===== src/rtl/fvcc_pkg.sv =====
// types, constants and color wheel tables of the flow vector color coder
package fvcc_pkg;

   localparam int FLOW_W = 16;
   localparam int STEPS  = 16;

   localparam logic CMD_MEASURE = 1'b0;
   localparam logic CMD_COLOR   = 1'b1;

   localparam logic [1:0] CH_RED   = 2'd0;
   localparam logic [1:0] CH_GREEN = 2'd1;
   localparam logic [1:0] CH_BLUE  = 2'd2;

   typedef struct packed {
      logic              command;
      logic              frame_start;
      logic signed [FLOW_W-1:0] flow_x;
      logic signed [FLOW_W-1:0] flow_y;
      logic              flow_unknown;
   } req_type;

   typedef struct packed {
      logic [7:0] red;
      logic [7:0] green;
      logic [7:0] blue;
   } rsp_type;

   // atan(2^-i) in units of 2^-16 turn
   function automatic logic [15:0] cordic_turn(input logic [3:0] i);
      logic [15:0] t;
      case (i)
         4'd0:  t = 16'd8192;
         4'd1:  t = 16'd4836;
         4'd2:  t = 16'd2555;
         4'd3:  t = 16'd1297;
         4'd4:  t = 16'd651;
         4'd5:  t = 16'd326;
         4'd6:  t = 16'd163;
         4'd7:  t = 16'd81;
         4'd8:  t = 16'd41;
         4'd9:  t = 16'd20;
         4'd10: t = 16'd10;
         4'd11: t = 16'd5;
         4'd12: t = 16'd3;
         4'd13: t = 16'd1;
         4'd14: t = 16'd1;
         default: t = 16'd0;
      endcase
      return t;
   endfunction

   // 255*i/6
   function automatic logic [7:0] seg6(input logic [5:0] i);
      logic [7:0] v;
      case (i)
         6'd0: v = 8'd0;
         6'd1: v = 8'd42;
         6'd2: v = 8'd85;
         6'd3: v = 8'd127;
         6'd4: v = 8'd170;
         6'd5: v = 8'd212;
         default: v = 8'd0;
      endcase
      return v;
   endfunction

   // 255*i/4
   function automatic logic [7:0] seg4(input logic [5:0] i);
      logic [7:0] v;
      case (i)
         6'd0: v = 8'd0;
         6'd1: v = 8'd63;
         6'd2: v = 8'd127;
         6'd3: v = 8'd191;
         default: v = 8'd0;
      endcase
      return v;
   endfunction

   // 255*i/11
   function automatic logic [7:0] seg11(input logic [5:0] i);
      logic [7:0] v;
      case (i)
         6'd0:  v = 8'd0;
         6'd1:  v = 8'd23;
         6'd2:  v = 8'd46;
         6'd3:  v = 8'd69;
         6'd4:  v = 8'd92;
         6'd5:  v = 8'd115;
         6'd6:  v = 8'd139;
         6'd7:  v = 8'd162;
         6'd8:  v = 8'd185;
         6'd9:  v = 8'd208;
         6'd10: v = 8'd231;
         default: v = 8'd0;
      endcase
      return v;
   endfunction

   // 255*i/13
   function automatic logic [7:0] seg13(input logic [5:0] i);
      logic [7:0] v;
      case (i)
         6'd0:  v = 8'd0;
         6'd1:  v = 8'd19;
         6'd2:  v = 8'd39;
         6'd3:  v = 8'd58;
         6'd4:  v = 8'd78;
         6'd5:  v = 8'd98;
         6'd6:  v = 8'd117;
         6'd7:  v = 8'd137;
         6'd8:  v = 8'd156;
         6'd9:  v = 8'd176;
         6'd10: v = 8'd196;
         6'd11: v = 8'd215;
         6'd12: v = 8'd235;
         default: v = 8'd0;
      endcase
      return v;
   endfunction

   // one channel of color wheel entry k
   function automatic logic [7:0] wheel(input logic [5:0] k, input logic [1:0] ch);
      logic [7:0] r;
      logic [7:0] g;
      logic [7:0] b;
      logic [7:0] v;
      if (k < 6'd15) begin
         r = 8'd255; g = 8'(k) * 8'd17; b = 8'd0;
      end else if (k < 6'd21) begin
         r = 8'd255 - seg6(k - 6'd15); g = 8'd255; b = 8'd0;
      end else if (k < 6'd25) begin
         r = 8'd0; g = 8'd255; b = seg4(k - 6'd21);
      end else if (k < 6'd36) begin
         r = 8'd0; g = 8'd255 - seg11(k - 6'd25); b = 8'd255;
      end else if (k < 6'd49) begin
         r = seg13(k - 6'd36); g = 8'd0; b = 8'd255;
      end else begin
         r = 8'd255; g = 8'd0; b = 8'd255 - seg6((k < 6'd55) ? k - 6'd49 : 6'd0);
      end
      case (ch)
         CH_RED:   v = r;
         CH_GREEN: v = g;
         default:  v = b;
      endcase
      return v;
   endfunction

endpackage


===== src/rtl/flow_vector_color_coder.sv =====
// flow vector color coder: iterative radius, angle and wheel blend sequencer
// A measure word first squares the components in ST_SQX and ST_SQY, then ST_ROOT runs the
// bit-serial square root and the 16-step angle CORDIC side by side. A color word runs the
// same front part, places the angle on the wheel in ST_POS, then per channel passes ST_BLEND,
// ST_MUL and the restoring divider in ST_DIV (skipped for a radius beyond the maximum),
// and hands the word to the output register in ST_DONE. Unknown color words and color
// words seen while the stored maximum is zero go to ST_DONE with black, and an unknown
// measure word is finished in the cycle it is accepted. The next word is taken as soon
// as the sequencer is idle, even while the previous color still waits in the output
// register. frame_start clears the stored maximum radius when its measure word is taken.
module flow_vector_color_coder (
   input  logic             clock,
   input  logic             reset,
   input  logic             req_valid,
   output logic             req_ready,
   input  fvcc_pkg::req_type req_data,
   output logic             rsp_valid,
   input  logic             rsp_ready,
   output fvcc_pkg::rsp_type rsp_data
);
   import fvcc_pkg::*;

   typedef enum logic [3:0] {
      ST_IDLE, ST_SQX, ST_SQY, ST_ROOT, ST_POS, ST_BLEND, ST_MUL, ST_DIV, ST_DONE
   } state_type;

   localparam int CW = 60;  // cordic datapath width
   localparam int NW = 42;  // divider remainder width
   localparam int CS = 56 - FLOW_W;  // cordic input scaling

   state_type          state_ff, state_in;
   logic               cmd_ff, cmd_in;
   logic signed [FLOW_W-1:0] fx_ff, fx_in, fy_ff, fy_in;
   logic [16:0]        max_ff, max_in;
   logic [31:0]        rv_ff, rv_in;      // root remainder
   logic [31:0]        res_ff, res_in;    // root result
   logic signed [CW-1:0] cx_ff, cx_in, cy_ff, cy_in;
   logic [15:0]        acc_ff, acc_in;    // angle, 2^-16 turn
   logic [3:0]         step_ff, step_in;
   logic [5:0]         k0_ff, k0_in;
   logic [15:0]        f_ff, f_in;
   logic [1:0]         ch_ff, ch_in;
   logic [23:0]        c_ff, c_in;
   logic [NW-1:0]      rem_ff, rem_in;
   logic [7:0]         q_ff, q_in;
   logic [2:0]         bitc_ff, bitc_in;
   logic [7:0]         rgb_ff [3];
   logic [7:0]         rgb_in [3];
   logic               rsp_valid_ff, rsp_valid_in;
   rsp_type            rsp_data_ff, rsp_data_in;

   // combinational helpers
   logic [15:0]        ax, ay;
   logic [31:0]        root_bit, root_trial;
   logic signed [CW-1:0] xs, ys;
   logic [21:0]        pos;
   logic [24:0]        blend;
   logic [NW-1:0]      den_sh;
   logic [NW-1:0]      rem_next;
   logic [7:0]         q_next;
   logic [8:0]         q_ceil;
   logic               in_range;
   logic [25:0]        dim;

   assign req_ready = (state_ff == ST_IDLE);
   assign rsp_valid = rsp_valid_ff;
   assign rsp_data  = rsp_data_ff;

   always_comb begin
      ax = fx_ff[FLOW_W-1] ? 16'(-fx_ff) : 16'(fx_ff);
      ay = fy_ff[FLOW_W-1] ? 16'(-fy_ff) : 16'(fy_ff);
      root_bit   = 32'h4000_0000 >> {step_ff, 1'b0};
      root_trial = res_ff + root_bit;
      xs = cx_ff >>> step_ff;
      ys = cy_ff >>> step_ff;
      pos   = 22'(acc_ff) * 22'd54;
      blend = (25'h10000 - 25'(f_ff)) * 25'(wheel(k0_ff, ch_ff))
            + 25'(f_ff) * 25'(wheel(k0_ff + 6'd1, ch_ff));
      in_range = (res_ff[16:0] <= max_ff);
      dim      = 26'(c_ff) * 26'd3;
      den_sh   = NW'({max_ff, 16'h0000}) << bitc_ff;
      rem_next = rem_ff;
      q_next   = q_ff;
      if (rem_ff >= den_sh) begin
         rem_next = rem_ff - den_sh;
         q_next[bitc_ff] = 1'b1;
      end
      q_ceil = {1'b0, q_next} + 9'(rem_next != '0);
   end

   always_comb begin
      state_in     = state_ff;
      cmd_in       = cmd_ff;
      fx_in        = fx_ff;
      fy_in        = fy_ff;
      max_in       = max_ff;
      rv_in        = rv_ff;
      res_in       = res_ff;
      cx_in        = cx_ff;
      cy_in        = cy_ff;
      acc_in       = acc_ff;
      step_in      = step_ff;
      k0_in        = k0_ff;
      f_in         = f_ff;
      ch_in        = ch_ff;
      c_in         = c_ff;
      rem_in       = rem_ff;
      q_in         = q_ff;
      bitc_in      = bitc_ff;
      rgb_in       = rgb_ff;
      rsp_valid_in = rsp_valid_ff && !rsp_ready;
      rsp_data_in  = rsp_data_ff;

      unique case (state_ff)
         ST_IDLE: begin
            if (req_valid) begin
               cmd_in  = req_data.command;
               fx_in   = req_data.flow_x;
               fy_in   = req_data.flow_y;
               step_in = '0;
               // mirror left half-plane vectors, start angle at half a turn
               if (req_data.flow_x[FLOW_W-1]) begin
                  cx_in  = -(CW'($signed(req_data.flow_x)) <<< CS);
                  cy_in  = -(CW'($signed(req_data.flow_y)) <<< CS);
                  acc_in = 16'h8000;
               end else begin
                  cx_in  = CW'($signed(req_data.flow_x)) <<< CS;
                  cy_in  = CW'($signed(req_data.flow_y)) <<< CS;
                  acc_in = 16'h0000;
               end
               if (req_data.command == CMD_MEASURE) begin
                  if (req_data.frame_start) begin
                     max_in = '0;
                  end
                  state_in = req_data.flow_unknown ? ST_IDLE : ST_SQX;
               end else if (req_data.flow_unknown || max_ff == '0) begin
                  rgb_in[0] = '0;
                  rgb_in[1] = '0;
                  rgb_in[2] = '0;
                  state_in  = ST_DONE;
               end else begin
                  state_in = ST_SQX;
               end
            end
         end
         ST_SQX: begin
            rv_in    = 32'(ax) * 32'(ax);
            state_in = ST_SQY;
         end
         ST_SQY: begin
            rv_in    = rv_ff + 32'(ay) * 32'(ay);
            res_in   = '0;
            state_in = ST_ROOT;
         end
         ST_ROOT: begin
            // one root bit and one cordic rotation per cycle
            if (rv_ff >= root_trial) begin
               rv_in  = rv_ff - root_trial;
               res_in = (res_ff >> 1) + root_bit;
            end else begin
               res_in = res_ff >> 1;
            end
            if (!cy_ff[CW-1]) begin
               cx_in  = cx_ff + ys;
               cy_in  = cy_ff - xs;
               acc_in = acc_ff + cordic_turn(step_ff);
            end else begin
               cx_in  = cx_ff - ys;
               cy_in  = cy_ff + xs;
               acc_in = acc_ff - cordic_turn(step_ff);
            end
            step_in = step_ff + 4'd1;
            if (step_ff == 4'(STEPS - 1)) begin
               if (cmd_ff == CMD_MEASURE) begin
                  if (res_in[16:0] > max_ff) begin
                     max_in = res_in[16:0];
                  end
                  state_in = ST_IDLE;
               end else begin
                  state_in = ST_POS;
               end
            end
         end
         ST_POS: begin
            k0_in    = pos[21:16];
            f_in     = pos[15:0];
            ch_in    = CH_RED;
            state_in = ST_BLEND;
         end
         ST_BLEND: begin
            c_in     = blend[23:0];
            state_in = ST_MUL;
         end
         ST_MUL: begin
            if (in_range) begin
               rem_in   = NW'(res_ff[16:0]) * NW'(24'hFF0000 - c_ff);
               q_in     = '0;
               bitc_in  = 3'd7;
               state_in = ST_DIV;
            end else begin
               rgb_in[ch_ff] = dim[25:18];
               ch_in    = ch_ff + 2'd1;
               state_in = (ch_ff == CH_BLUE) ? ST_DONE : ST_BLEND;
            end
         end
         ST_DIV: begin
            rem_in  = rem_next;
            q_in    = q_next;
            bitc_in = bitc_ff - 3'd1;
            if (bitc_ff == 3'd0) begin
               rgb_in[ch_ff] = (q_ceil >= 9'd255) ? 8'd0 : 8'(9'd255 - q_ceil);
               ch_in    = ch_ff + 2'd1;
               state_in = (ch_ff == CH_BLUE) ? ST_DONE : ST_BLEND;
            end
         end
         ST_DONE: begin
            // wait until the output register is free
            if (!rsp_valid_ff || rsp_ready) begin
               rsp_valid_in      = 1'b1;
               rsp_data_in.red   = rgb_ff[0];
               rsp_data_in.green = rgb_ff[1];
               rsp_data_in.blue  = rgb_ff[2];
               state_in          = ST_IDLE;
            end
         end
         default: state_in = ST_IDLE;
      endcase
   end

   always_ff @(posedge clock) begin
      if (reset) begin
         state_ff     <= ST_IDLE;
         max_ff       <= '0;
         rsp_valid_ff <= 1'b0;
         step_ff      <= '0;
      end else begin
         state_ff     <= state_in;
         max_ff       <= max_in;
         rsp_valid_ff <= rsp_valid_in;
         step_ff      <= step_in;
      end
      cmd_ff      <= cmd_in;
      fx_ff       <= fx_in;
      fy_ff       <= fy_in;
      rv_ff       <= rv_in;
      res_ff      <= res_in;
      cx_ff       <= cx_in;
      cy_ff       <= cy_in;
      acc_ff      <= acc_in;
      k0_ff       <= k0_in;
      f_ff        <= f_in;
      ch_ff       <= ch_in;
      c_ff        <= c_in;
      rem_ff      <= rem_in;
      q_ff        <= q_in;
      bitc_ff     <= bitc_in;
      rgb_ff      <= rgb_in;
      rsp_data_ff <= rsp_data_in;
   end

   // wheel position stays inside the table
   a_k0_range: assert property (@(posedge clock) disable iff (reset)
      state_ff == ST_BLEND |-> k0_ff <= 6'd53)
      else $error("wheel index out of range");

   // an in-range quotient never exceeds full scale
   a_q_bound: assert property (@(posedge clock) disable iff (reset)
      (state_ff == ST_DIV && bitc_ff == 3'd0) |-> q_ceil <= 9'd255)
      else $error("ratio quotient above full scale");

   // a result is only loaded from the done state
   a_rsp_src: assert property (@(posedge clock) disable iff (reset)
      $rose(rsp_valid_ff) |-> $past(state_ff) == ST_DONE)
      else $error("result loaded outside done state");

   // root and angle loop does not leave before its sixteenth step
   a_root_len: assert property (@(posedge clock) disable iff (reset)
      (state_ff == ST_ROOT && step_ff != 4'(STEPS - 1)) |=> state_ff == ST_ROOT)
      else $error("root loop left early");

endmodule

===== config.mk =====
export PLATFORM = sky130hd
export DESIGN_NAME = flow_vector_color_coder
export DESIGN_NICKNAME = d
export VERILOG_FILES = /design/src/rtl/fvcc_pkg.sv /design/src/rtl/flow_vector_color_coder.sv
export SDC_FILE = /design/constraint.sdc
export NUM_CORES = 2
export LEC_CHECK = 0
export BUFFER_PORTS_ARGS = -buffer_cell sky130_fd_sc_hd__buf_4
export CAP_MARGIN = 20
export CORE_ASPECT_RATIO = 0.6
export CORE_UTILIZATION = 25
export DETAILED_ROUTE_END_ITERATION = 8
export GPL_ROUTABILITY_DRIVEN = 0
export SYNTH_ARGS = -nofsm -noshare
export SYNTH_HDL_FRONTEND = slang
export SYNTH_SLANG_ARGS = --single-unit
export TNS_END_PERCENT = 100

===== constraint.sdc =====
create_clock -name clock -period 15.7 [get_ports clock]
set_input_delay 1.57 -clock clock [delete_from_list [all_inputs] [get_ports clock]]
set_output_delay 1.57 -clock clock [all_outputs]
set_load 0.02 [all_outputs]

Word-level counts from Yosys, hierarchy flattened

Memory sizes are Yosys's and may differ from the RTL's. A register that Yosys moved wholly into a read port is not among the register bits.
Cells that the tools add are included.

Bits in read-only memories: 960
Logic and storage cells: 325
Flip-flop bits (word level): 407
Output and inout bits: 26
Memories kept: 6
Bits of input ports: 39

Mux-type cells: 137
Shifts and indexed selects: 4
Equality and inequality tests: 50
Order comparisons: 21
Reductions and logical operators: 31
Add/sub/neg operators: 40
$mul: 9
Bitwise logic cells: 2

Memory list:

| memory          | words | width | read ports | clocked after Yosys merged registers in | write ports | RTL line        | source |
|---|---|---|---|---|---|---|---|
| (no name shown) | 16    | 14    | 1          | 1                                       | 0           | fvcc_pkg.sv:31  | `case (i)` |
| (no name shown) | 16    | 14    | 1          | 1                                       | 0           | fvcc_pkg.sv:31  |  |
| (no name shown) | 16    | 8     | 1          | 0                                       | 0           | fvcc_pkg.sv:83  | `case (i)` |
| (no name shown) | 16    | 8     | 1          | 0                                       | 0           | fvcc_pkg.sv:103 | `case (i)` |
| (no name shown) | 16    | 8     | 1          | 0                                       | 0           | fvcc_pkg.sv:83  |  |
| (no name shown) | 16    | 8     | 1          | 0                                       | 0           | fvcc_pkg.sv:103 |  |

Operators by type and width:

| cell                                           | number |
|---|---|
| two-way mux 8 bit                              | 58 |
| two-way mux 60 bit                             | 6 |
| one-hot mux 60 bit (2 select lines)            | 2 |
| one-hot mux 8 bit (5 select lines)             | 4 |
| two-way mux 16 bit                             | 9 |
| adder 60 bit                                   | 2 |
| two-way mux 24 bit                             | 5 |
| negator 56 -> 60 bit                           | 2 |
| >>> shifter 60 x 4 -> 60 bit                   | 2 |
| subtractor 60 bit                              | 2 |
| two-way mux 17 bit                             | 6 |
| two-way mux 32 bit                             | 3 |
| one-hot mux 32 bit (3 select lines)            | 1 |
| two-way mux 42 bit                             | 2 |
| one-hot mux 42 bit (2 select lines)            | 1 |
| == test 6 x 2 -> 1 bit (second input constant) | 12 |
| one-hot mux 24 bit (3 select lines)            | 1 |
| adder 32 bit                                   | 2 |
| multiplier 16 x 16 -> 32 bit                   | 2 |
| one-hot mux 32 bit (2 select lines)            | 1 |
| subtractor 8 bit (first input constant)        | 7 |
| two-way mux 4 bit                              | 13 |
| bitwise mux 24 bit                             | 2 |
| == test 6 x 3 -> 1 bit (second input constant) | 8 |
| 77 further kinds                               | 141 |

Depth between registers and ports, before layout

Depth after elaboration: 19
Mapped depth: 51
Depth with buffers taken out: 43

Worst setup path after synthesis

No wires, ideal clock.

Path type: reg-to-reg
Start point: reg k0_ff[2]
End point: reg c_ff[23] (data pin)
Path buffers: 5
Period minus slack after synthesis: 10066 ps
Arrival time: 9806 ps
Path slack: 5634 ps
Stages on the path, launching flop included: 44
Library setup time: 260 ps
Data required time: 15440 ps
Cell sequence: edfxtp_1 clkbuf_1 clkbuf_1 inv_1 ha_1 clkbuf_1 clkinv_1 ha_1 nand2_1 a2111o_1 o21ai_0 a21oi_1 nor2_1 a21oi_1 clkbuf_1 and2_1 fa_1 inv_1 (+8 left out) o21a_1 o41ai_1 o21ai_0 a21oi_1 fa_1 ha_1 clkbuf_1 a21o_1 a21o_1 a21o_1 a21oi_1 o21ai_0 a2111oi_0 nor2_1 o21ai_0 nand2b_1 xnor2_1 xnor2_1

Word-level cells in the longest chain between the ends: 19
Elaborated cells on any way between the ends: 132
Classes of those cells: add/sub: 18; mul: 4; order compare: 12; eq/ne: 26; mux: 64; reduce/logical: 4; memory: 4

RTL lines:

| what                                                                  | RTL line                       | source |
|---|---|---|
| from (decl)                                                           | flow_vector_color_coder.sv:40  | `logic [5:0] k0_ff, k0_in;` |
| from (signal assigned)                                                | flow_vector_color_coder.sv:250 | `k0_ff <= k0_in;` |
| adder 6 x 1 -> 6 bit                                                  | flow_vector_color_coder.sv:78  | `+ 25'(f_ff) * 25'(wheel(k0_ff + 6'd1, ch_ff));` |
| subtractor 6 bit / less-than comparator 6 bit (equally long branches) | fvcc_pkg.sv:139                | `r = 8'd255; g = 8'd0; b = 8'd255 - seg6((k < 6'd55) ? k - 6'd49 : 6'd0);` |
| two-way mux 6 bit                                                     | fvcc_pkg.sv:139                |  |
| == test 6 x 3 -> 1 bit, or another cell as far along                  | fvcc_pkg.sv:55                 | `case (i)` |
| one-hot mux 8 bit (5 select lines)                                    | fvcc_pkg.sv:55                 |  |
| two-way mux 8 bit                                                     | fvcc_pkg.sv:136                | `end else if (k < 6'd49) begin` |
| two-way mux 8 bit                                                     | fvcc_pkg.sv:134                | `end else if (k < 6'd36) begin` |
| two-way mux 8 bit                                                     | fvcc_pkg.sv:132                | `end else if (k < 6'd25) begin` |
| (+4 left out)                                                         | n/a                            |  |
| two-way mux 8 bit                                                     | fvcc_pkg.sv:134                |  |
| two-way mux 8 bit                                                     | fvcc_pkg.sv:132                |  |
| two-way mux 8 bit                                                     | fvcc_pkg.sv:130                | `end else if (k < 6'd21) begin` |
| two-way mux 8 bit                                                     | fvcc_pkg.sv:128                | `if (k < 6'd15) begin` |
| one-hot mux 8 bit (2 select lines)                                    | fvcc_pkg.sv:141                | `case (ch)` |
| multiplier 15 x 8 -> 23 bit                                           | flow_vector_color_coder.sv:78  |  |
| adder 24 bit *                                                        | flow_vector_color_coder.sv:78  |  |
| named net blend[23]                                                   | flow_vector_color_coder.sv:57  | `logic [24:0] blend;` |
| to (signal assigned)                                                  | flow_vector_color_coder.sv:253 | `c_ff <= c_in;` |
| to (decl)                                                             | flow_vector_color_coder.sv:43  | `logic [23:0] c_ff, c_in;` |

The timed path passes the listed nets; every way through them passes the cells marked *. The select of a mux whose other input is x is not followed.
A chain may end at the register's enable or synchronous reset.

Final worst setup path

Start point: reg k0_ff[1]
End point: reg c_ff[23] (data pin)

The elaborated chain is that of the path after synthesis.

==> run_results.csv <==
group,metric,value,unit
floorplanning,core,333000,um^2
clock_network,cts.htree.levels,2,
clock_network,post_cts_buffers,0,
floorplanning,start_util,25.2,%
timing,relSlewSlack,24.7,%
cells_and_area,layout-drive-gt1-share,6.19,%
route,drc,0,
cells_and_area,seqCellArea,12200,um^2
timing,tns,0,ns
critical_path,rr_endpoint,"c_ff[23]",
logic_synthesis,syn_inst,9596,
timing,worst_pin_slew,1.12,ns
placed_design,pre_cts_ws,3.03,ns
logic_synthesis,synth.avg_cell_area,8.74,um^2
placed_design,io_buffers,64,
cells_and_area,area_growth,9.09,%
logic_synthesis,synthArstFlopShare,0,%
cells_and_area,multi_input_area,64500,um^2
global_routing,track_usage,14.9,%
critical_path,worstSetupEndpoint,"c_ff[23]",
clock_network,cts_resized,0,
critical_path,critPathSlowestCell,"ha_1",
critical_path,cp-end-kind,"register",
logic_synthesis,ys_seq_area_share,14.5,%
clock_network,cts_num_sinks,419,
floorplanning,top_level_ports,65,
floorplanning,design.die.area,338000,um^2
timing,skew,0.0250,ns
floorplanning,die_y,451,um
global_routing,grt_pass1_wl,398000,um
cells_and_area,fin_nets,11262,
critical_path,startpoint,"k0_ff[1]",
global_routing,gr-total-overflow,0,
floorplanning,fp.dieW,750,um
route,dr_total_vias,68219,
critical_path,critPathMaxStageDelay,0.89,ns
global_routing,grt_max_degree,141,
global_routing,antenna_found_initial,8,
timing,post-route-period-util,82.3,%
logic_synthesis,synth_ff_type,"edfxtp_1",
clock_network,cts_hold_buf,0,
route,viasPerCell,4.87,
logic_synthesis,synth_edf_count,379,
timing,slew_viol_final,0,
critical_path,path_max_fanout,25,
cells_and_area,layout_commonest_cell,"inv_1",
critical_path,reg2reg_slack,2.78,ns
clock_network,clk_path_buf_depth,3,
cells_and_area,nFillCells,35662,
clock_network,cts_tree,"done",
clock_network,clock_latency,0.72,ns
timing,rsz0062_at_grt,"false",
flow_run,cap_violations,0,
placed_design,hpwl,207000,um
route,first_iter_violations,7150,
route,drtPass1Iterations,6,
logic_synthesis,synth_seq_cells,419,
timing,fin_ws,2.78,ns
worst_hold_path,hp-class,"reg2reg",
timing,setup_viol,0,
route,wl_per_cell,18.3,um
logic_synthesis,ys_types,110,
critical_path,worstPathRequired,16.16,ns
route,finalWirelength,257000,um
critical_path,reg2reg_depth,40,
critical_path,crit_type,"reg2reg",
logic_synthesis,ys_warn_count,0,
clock_network,clkTransAtPathRegs,0.07,ns
clock_network,numCtsBuffers,56,
timing,hold_viol,0,
timing,timing.fmax,0.0774,GHz
clock_network,cts-root-buf,"clkbuf_16",
timing,period_needed,12.92,ns
critical_path,start_kind,"register",
global_routing,grt_pass1_vias,65149,
logic_synthesis,synth_area,83900,um^2
run_status,status,"finished, final reports clean",
floorplanning,rows,164,
critical_path,cp.arrival,13.37,ns
cells_and_area,final_cell_mix,"inv_1, nand2_1, fa_1, ha_1, nor2_1",
critical_path,r2r_start,"k0_ff[1]",
route,detail-route-antenna-nets,0,
==> sequential cells by signal (all words and copies together) (netlist names), named ones only <==
name,cells
k0_ff,6
cy_ff,60
step_ff,4
f_ff,15
rsp_valid,1
fy_ff,16
ch_ff,2
rem_ff,41
q_ff,8
cx_ff,60
res_ff,32
acc_ff,16
state_ff,4
rgb_ff,24
rv_ff,32
rsp_data,24
cmd_ff,1
bitc_ff,3
max_ff,17
c_ff,23
fx_ff,16
==> final cells by class <==
type                    count  share of cell area (%)
multi-input cells        7293                    70.5
flip-flops and latches    419                    13.3
inverters                1505                    6.17
well taps                4482                    6.13
repair buffers            194                    1.63
clock buffers              60                    1.56
clock inverters            46                   0.686
diodes                      3                 0.00820
==> critical path, delay by kind of cell (launching register included) <==
kind	cells	cell delay (ns)
simple gates	6	0.86
flops	1	0.79
fa+ha+maj	10	5.46
buf+inv	7	1.27
compound gates	15	4.00
xor+xnor	2	0.28
==> synthesized netlist by cell type, types with 40 or more instances <==
| master | number | share of area, % |
|---|---|---|
| a211oi_1 | 53 | 0.47 |
| a21o_1 | 193 | 1.7 |
| a21oi_1 | 530 | 3.2 |
| a31oi_1 | 98 | 0.73 |
| and2_1 | 330 | 2.5 |
| and3_1 | 76 | 0.57 |
| clkbuf_1 | 311 | 1.4 |
| dfxtp_1 | 40 | 0.95 |
| edfxtp_1 | 379 | 14 |
| fa_1 | 966 | 23 |
| ha_1 | 788 | 12 |
| inv_1 | 1484 | 6.6 |
| mux2_2 | 70 | 0.94 |
| mux2i_1 | 139 | 1.7 |
| mux4_2 | 126 | 3.4 |
| nand2_1 | 1048 | 4.7 |
| nand2b_1 | 72 | 0.54 |
| nand3_1 | 110 | 0.66 |
| nand4_1 | 58 | 0.43 |
| nor2_1 | 685 | 3.1 |
| nor2b_1 | 89 | 0.66 |
| nor3_1 | 121 | 0.72 |
| o211ai_1 | 40 | 0.36 |
| o21a_1 | 65 | 0.58 |
| o21ai_0 | 373 | 2.2 |
| o21bai_1 | 57 | 0.51 |
| or3_1 | 45 | 0.34 |
| xnor2_1 | 360 | 3.8 |
| xor2_1 | 241 | 2.5 |
==> worst min-delay path by stage <==
stage                    start  slack (ns)            to  cells past startpoint
global placement     rgb_ff[1]        0.43   rsp_data[1]                      0
global route        rgb_ff[17]        0.46  rsp_data[17]                      0
detailed placement   rgb_ff[1]        0.43   rsp_data[1]                      0
floorplan            rgb_ff[0]        0.43   rsp_data[0]                      0
CTS                  rgb_ff[1]        0.45   rsp_data[1]                      0
finish               rgb_ff[1]        0.45   rsp_data[1]                      0
==> kinds of logic after synthesis <==
group | after synthesis | synth area share, %
buf+inv | 1906 | 8.83
simple gates | 2778 | 15.5
compound gates | 1775 | 13.5
xor+xnor | 601 | 6.27
other cells | 2 | 0.00895
mux | 361 | 6.62
fa+ha+maj | 1754 | 34.8
flops | 419 | 14.5
==> metal layers <==
| metal | global-route usage (%) | vias up | share of wire [%] |
|---|---|---|---|
| met3 | 3.40 | 200 | 10 |
| met4 | 2.35 | 6 | 1.5 |
| met1 | 24.7 | 33309 | 52 |
| li1 | - | 31852 | - |
| met5 | 0 | - | 0.018 |
| met2 | 19.1 | 2852 | 36 |
==> per-stage QoR <==
step	hold WS [ns]	instances	area [um^2]	util, %
6_report	0.449	14002	91500	27.4
2_1_floorplan	0.426	9618	84000	-
5_1_grt	0.461	13999	91500	27.4
4_1_cts	0.449	13997	91500	27.4
3_5_place_dp	0.434	13891	89400	26.8
3_3_place_gp	0.431	13891	89400	26.8
Power is left out: the tool's default activity adds up to more than one toggle a clock period on the data nets, which glitch-free logic cannot reach.
